<file path="src/sv/rotary_position_embedding_unit_defines.svh">
// Assertion macros shared by the rotary position embedding unit modules.
`ifndef ROTARY_POSITION_EMBEDDING_UNIT_DEFINES_SVH
`define ROTARY_POSITION_EMBEDDING_UNIT_DEFINES_SVH

// Same-cycle implication, disabled while reset is low.
`define RPE_ASSERT_NOW(lbl, clk, rstn, ante, cons) \
  lbl: assert property (@(posedge clk) disable iff (!rstn) (ante) |-> (cons)) \
    else $error("rpe assertion failed");

// Next-cycle implication, disabled while reset is low.
`define RPE_ASSERT_NEXT(lbl, clk, rstn, ante, cons) \
  lbl: assert property (@(posedge clk) disable iff (!rstn) (ante) |=> (cons)) \
    else $error("rpe assertion failed");

`endif

</file>
<file path="src/sv/rpe_pkg.sv">
// Package with constants, tables and types of the rotary position embedding unit.
package rpe_pkg;

  localparam int HEAD_SIZE    = 128;
  localparam int ROTATED_SIZE = 96;
  localparam int QUERY_HEADS  = 24;
  localparam int FREQ_BASE    = 10000;

  localparam int HALF_ROT     = ROTATED_SIZE / 2;
  localparam int CORDIC_STEPS = 30;
  localparam int ROM_DEPTH    = 64;  // one entry for every pair index code

  localparam logic [63:0] LN2_Q62    = 64'h2C5C85FDF473DE6B;
  localparam logic [63:0] INV2PI_Q64 = 64'h28BE60DB9391054A;
  localparam logic signed [33:0] CORDIC_GAIN = 34'sh026DD3B6A;

  typedef logic [31:0] rom_arr_t  [ROM_DEPTH];
  typedef logic [31:0] atan_arr_t [CORDIC_STEPS];

  typedef struct packed {
    logic               key;
    logic [4:0]         head;
    logic [5:0]         pair;
    logic               rot;
    logic [1:0]         quad;
    logic signed [31:0] a;
    logic signed [31:0] b;
  } rpe_tag_t;

  function automatic logic [63:0] mul_shr(logic [63:0] x, logic [63:0] y, int s);
    logic [127:0] p;
    p = {64'd0, x} * {64'd0, y};
    p = p >> s;
    return p[63:0];
  endfunction

  // log2(FREQ_BASE) in Q8.56, one squaring per result bit.
  function automatic logic [63:0] log2_base();
    logic [63:0] base;
    logic [63:0] y;
    logic [63:0] lg;
    int n;
    base = 64'(FREQ_BASE);
    n = 0;
    while (n < 62 && (base >> (n + 1)) != 64'd0) n++;
    y = base << (62 - n);
    lg = 64'(n) << 56;
    for (int k = 1; k <= 56; k++) begin
      y = mul_shr(y, y, 62);
      if (y >= 64'h8000000000000000) begin
        lg = lg | (64'd1 << (56 - k));
        y = y >> 1;
      end
    end
    return lg;
  endfunction

  function automatic rom_arr_t build_rom();
    rom_arr_t rom;
    logic [63:0] q, t, ti, tf, x, e, term, f, s;
    q = (64'd2 * log2_base()) / 64'(ROTATED_SIZE);
    for (int i = 0; i < ROM_DEPTH; i++) begin
      rom[i] = 32'd0;
      if (i < HALF_ROT) begin
        t = q * 64'(i);
        ti = t >> 56;
        tf = t & ((64'd1 << 56) - 64'd1);
        x = mul_shr(tf, LN2_Q62, 56);
        e = 64'd1 << 62;
        term = 64'd1 << 62;
        for (int k = 1; k < 48; k++) begin
          if (term != 64'd0) begin
            term = mul_shr(term, x, 62) / 64'(k);
            if ((k & 1) != 0) e = e - term;
            else e = e + term;
          end
        end
        f = mul_shr(e, INV2PI_Q64, 64);
        s = 64'd30 + ti;
        if (s < 64'd63) rom[i] = 32'((f + (64'd1 << (s - 64'd1))) >> s);
      end
    end
    return rom;
  endfunction

  function automatic atan_arr_t build_atan();
    atan_arr_t tab;
    logic [63:0] p, x2, sum, term, t;
    tab[0] = 32'h20000000;
    for (int k = 1; k < CORDIC_STEPS; k++) begin
      p = 64'd1 << (62 - k);
      x2 = mul_shr(p, p, 62);
      sum = 64'd0;
      for (int m = 0; m < 40; m++) begin
        if (p != 64'd0) begin
          term = p / 64'(2 * m + 1);
          if ((m & 1) != 0) sum = sum - term;
          else sum = sum + term;
          p = mul_shr(p, x2, 62);
        end
      end
      t = mul_shr(sum, INV2PI_Q64, 64);
      tab[k] = 32'((t + (64'd1 << 29)) >> 30);
    end
    return tab;
  endfunction

  localparam rom_arr_t  FREQ_ROM  = build_rom();
  localparam atan_arr_t ATAN_TAB  = build_atan();

endpackage

</file>
<file path="src/sv/rpe_phase.sv">
// Phase generation: frequency lookup, position multiply and quadrant split.
`include "rotary_position_embedding_unit_defines.svh"
module rpe_phase (
  input  logic                    clk_i,
  input  logic                    rst_ni,
  input  logic                    en_i,
  input  logic                    valid_i,
  input  rpe_pkg::rpe_tag_t       tag_i,
  input  logic [16:0]             position_i,
  output logic                    valid_o,
  output rpe_pkg::rpe_tag_t       tag_o,
  output logic signed [32:0]      z_o
);
  import rpe_pkg::*;

  logic              v1_q, v2_q;
  rpe_tag_t          t1_q, t1_d, t2_q, t2_d;
  logic [31:0]       phase_q;
  logic [48:0]       prod;
  logic [31:0]       u;
  logic signed [32:0] z_q, z_d;

  always_comb begin
    prod = position_i * FREQ_ROM[tag_i.pair];
    t1_d = tag_i;
    t1_d.rot = (32'(tag_i.pair) < 32'(HALF_ROT));
    u = phase_q + 32'h20000000;
    t2_d = t1_q;
    t2_d.quad = u[31:30];
    z_d = $signed({3'b000, u[29:0]}) - 33'sh020000000;
  end

  always_ff @(posedge clk_i or negedge rst_ni) begin
    if (!rst_ni) begin
      v1_q <= 1'b0;
      v2_q <= 1'b0;
    end else if (en_i) begin
      v1_q <= valid_i;
      v2_q <= v1_q;
    end
  end

  always_ff @(posedge clk_i) begin
    if (en_i) begin
      t1_q    <= t1_d;
      phase_q <= prod[31:0];
      t2_q    <= t2_d;
      z_q     <= z_d;
    end
  end

  assign valid_o = v2_q;
  assign tag_o   = t2_q;
  assign z_o     = z_q;

  `RPE_ASSERT_NEXT(a_pass_flag, clk_i, rst_ni,
    en_i && valid_i && (32'(tag_i.pair) >= 32'(HALF_ROT)), !t1_q.rot)
endmodule

</file>
<file path="config.mk">
export PLATFORM = sky130hd
export DESIGN_NAME = rpe_phase
export DESIGN_NICKNAME = d
export VERILOG_FILES = /design/src/sv/rpe_pkg.sv /design/src/sv/rpe_phase.sv
export VERILOG_INCLUDE_DIRS = /design/src /design/src/sv
export SDC_FILE = /design/constraint.sdc
export NUM_CORES = 1
export LEC_CHECK = 0
export BUFFER_PORTS_ARGS = -buffer_cell sky130_fd_sc_hd__buf_2
export CAP_MARGIN = 20
export CELL_PAD_IN_SITES_DETAIL_PLACEMENT = 0
export CELL_PAD_IN_SITES_GLOBAL_PLACEMENT = 2
export CORE_UTILIZATION = 30
export CTS_BUF_LIST = sky130_fd_sc_hd__clkbuf_4 sky130_fd_sc_hd__clkbuf_8 sky130_fd_sc_hd__clkbuf_16
export DETAILED_ROUTE_END_ITERATION = 7
export PLACE_DENSITY_LB_ADDON = 0.12
export SKIP_CTS_REPAIR_TIMING = 1
export SYNTH_ARGS = -nofsm -noshare
export SYNTH_HDL_FRONTEND = slang
export SYNTH_SLANG_ARGS = --single-unit
</file>
<file path="constraint.sdc">
create_clock -name clk_i -period 1.7 [get_ports clk_i]
set_input_delay 0.17 -clock clk_i [delete_from_list [all_inputs] [get_ports clk_i]]
set_output_delay 0.17 -clock clk_i [all_outputs]
set_load 0.01 [all_outputs]
</file>
==> metrics.md <==
| Metric | Value |
|---|---|
| Largest net degree at the start of global routing | 45 |
| Register area share after synthesis | 0.3229 |
| FFs w/ async S/R, synth | 0.009091 |
| Top delay family on crit path | adder cells |
| N_diodes | 0 |
| Worst setup margin | -4981 ps |
| Share of layout cells above drive strength 1 | 0.3428 |
| Critical path depth in cells | 29 |
| Global Route Usage Sum | 0.1801 |
| DR pass1 iterations | 5 |
| Final ANT Viol Nets | 0 |
| Most used cell, CP | fa_1 |
| Vias in the first global route | 16.09k |
| Clk_skew | 15.03 ps |
| Status | complete, but fails checks |
| Drt total wl | 61,410 um |
| Remaining DRCs | 0 |
| Worst R2R Setup Slack | 610 ps |
| Die width | 262.9 um |
| Mean post-synth cell area | 10.72 um^2 |
| Main flop type after synthesis | edfxtp_1 |
| Top Ports | 213 |
| Syn Std Cell Area | 0.02043 mm^2 |
| Vias | 15.11k |
| CTS max path bufs | 3 |
| Placer Congestion | 0.8504 |
| Reg2reg start | phase_q[29] |
| Worst setup endpoint | phase_q[31] |
| Cell Rows | 95 |
| Max_slew headroom | 0.6607 |
| Distinct cells, synth | 79 |
| Worst skew pair latency | 540 ps |
| YS warnings | 0 |
| Post-synth EDFFs | 218 |
| CTS tree | built |
| CP required | 1990 ps |
| Critical path capture point type | register |
| RSZ-0062 raised after global routing | yes |
| Critical Path Fanout Max | 6 |
| RR Endpoint | tag_o[65] |
| Initial antenna violation count | 0 |
| CTS Buf Count | 25 |
| First-pass GRT wire length | 95,430 um |
| DR WL/cell | 18.02 um |
| Setup violators final | 31 |
| Period minus WS final | 6681 ps |
| Max-cap check violation count | 0 |
| CTS root buf | clkbuf_16 |
| Layout net count | 3,020 |
| Die area | 0.06913 mm^2 |
| Synthesized netlist cell count | 1,906 |
| Chip height | 262.9 um |
| Cell at the slowest stage of the critical path | fa_2 |
| Final Hold Viols | 0 |
| Failing checks | negative setup slack |
| Measured slew at the worst slew-check pin | 505.6 ps |
| #FFs+latches synth | 220 |
| Area delta synth->final | 39.09% |
| Max Transition Viols Final | 0 |
| Final period util | 3.930 |
| HPWL Detailed | 50,450 um |
| DRT iter0 DRCs | 756 |
| Worst Path Arrival | 6970 ps |
| Post-Syn Nets | 2,406 |
| DR vias/cell | 4.435 |
| Worst path max stage delay | 570 ps |
| CP Class | in -> reg |
| Hold Slack | 40.01 ps |
| Buf+Inv Stages, Crit Path | 8 |
| CORE AREA | 0.06728 mm^2 |
| Worst setup path start | tag_i[67] |
| Initial Util | 0.3036 |
| CP Launch Type | input port |
| Gr ovfl total | 0 |
| Clock transition at path regs | 60 ps |
| Worst hold path class | in -> reg |
| H-tree lvl count | 1 |
| R2R depth | 2 |
| TritonCTS sink count | 220 |
| Port bufs | 209 |
| Fmax | 0.1497 GHz |
==> logic make-up after synthesis <==
| group | after synthesis | share of synthesized area |
|---|---|---|
| AO/OA/AOI/OAI | 189 | 0.06512 |
| XOR/XNOR | 49 | 0.02236 |
| adder cells (fa/ha/maj) | 400 | 0.3619 |
| buffers and inverters | 461 | 0.08882 |
| flip-flops | 220 | 0.3229 |
| multiplexers | 9 | 0.007045 |
| AND/OR/NAND/NOR | 578 | 0.1318 |
==> cells in the final DEF (no fill, tap or decap), types with 10 or more instances in the layout <==
cell type / instances
xor2_1: 11
and2_1: 123
inv_2: 17
dlygate4sd3_1: 76
xnor2_1: 35
a21oi_1: 18
clkbuf_16: 25
inv_1: 344
fa_2: 13
buf_4: 333
o21ai_0: 18
a21oi_2: 17
buf_6: 45
ha_1: 56
nor2_1: 28
edfxtp_1: 218
ha_4: 18
fa_1: 305
o21ai_1: 17
nor2b_1: 10
buf_12: 20
nand2_2: 19
a21o_1: 17
nand2_1: 310
buf_2: 205
==> synth_stat cells, types with 3 or more instances <==
cell type,number,area [um^2]
inv_1,362,1359
nand2_1,332,1246
fa_1,318,6366
edfxtp_1,218,6546
and2_1,129,807.0
ha_1,82,1026
clkbuf_1,59,221.5
a21oi_1,43,215.2
nor2_1,37,138.9
o21ai_0,36,180.2
xnor2_1,35,306.5
buf_2,24,120.1
a21o_1,17,127.6
nand2b_1,16,100.1
nor2b_1,16,100.1
and3_1,12,75.07
xor2_1,12,105.1
nand3_1,11,55.05
a31oi_1,10,62.56
o21ai_1,9,45.04
a211oi_1,8,60.06
nor3_1,7,35.03
buf_4,6,45.04
o22ai_1,6,37.54
a311oi_1,5,43.79
buf_6,4,45.04
mux4_2,4,90.09
nor3b_1,4,30.03
o21a_1,4,30.03
o21bai_1,4,30.03
o32ai_1,4,35.03
a21boi_0,3,22.52
a221oi_1,3,26.28
buf_1,3,11.26
mux2_2,3,33.78
o211ai_1,3,22.52
o311ai_0,3,26.28
o31ai_1,3,22.52
or2_2,3,18.77
==> per-stage QoR <==
step | cell area [um^2] | cells | utilization | setup slack, ps | TNS [ps]
after floorplan | 20900 | 1906 | - | -5374 | -122260
after global placement | 25250 | 3247 | 0.3753 | -6362 | -150770
after detailed placement | 25250 | 3247 | 0.3753 | -6365 | -150850
after CTS | 26070 | 3289 | 0.3875 | -5793 | -132380
after global routing | 28410 | 3408 | 0.4223 | -5202 | -123350
final | 28410 | 3408 | 0.4223 | -4981 | -117730
==> worst min path at each step <==
stage,startpoint,to,slack [ps],depth (start not counted)
3_5_place_dp,rst_ni,valid_o,-40,1
5_1_grt,tag_i[67],t1_q[67],6,2
4_1_cts,rst_ni,valid_o,-620,1
3_3_place_gp,rst_ni,valid_o,-40,1
2_1_floorplan,rst_ni,v1_q,-130,0
6_report,tag_i[67],t1_q[67],40,2
==> registers in the layout (all words and copies together), names as in the netlist <==
name,count
tag_o,79
t1_q,77
phase_q,32
z_o,30
v1_q,1
valid_o,1
==> metal layers <==
metal | vias to the layer above | global-route usage | share of wire
met1 | 7625 | 0.2460 | 0.46
met2 | 244 | 0.3037 | 0.48
li1 | 7179 | - | -
met4 | 0 | 0.04757 | 0.025
met3 | 65 | 0.01968 | 0.031
met5 | - | 0 | 0
==> layout make-up <==
| cell class | count | area [um^2] |
|---|---|---|
| fillers | 6648 | 38870 |
| clock inverters | 12 | 157.7 |
| repair buffers | 684 | 5269 |
| inverters | 364 | 1386 |
| well taps | 873 | 1092 |
| flip-flops and latches | 220 | 6596 |
| clock buffers | 30 | 663.1 |
| multi-input cells | 1225 | 13250 |
Power is left out: the tool's default activity adds up to more than one toggle a clock period on the data nets, which glitch-free logic cannot reach.
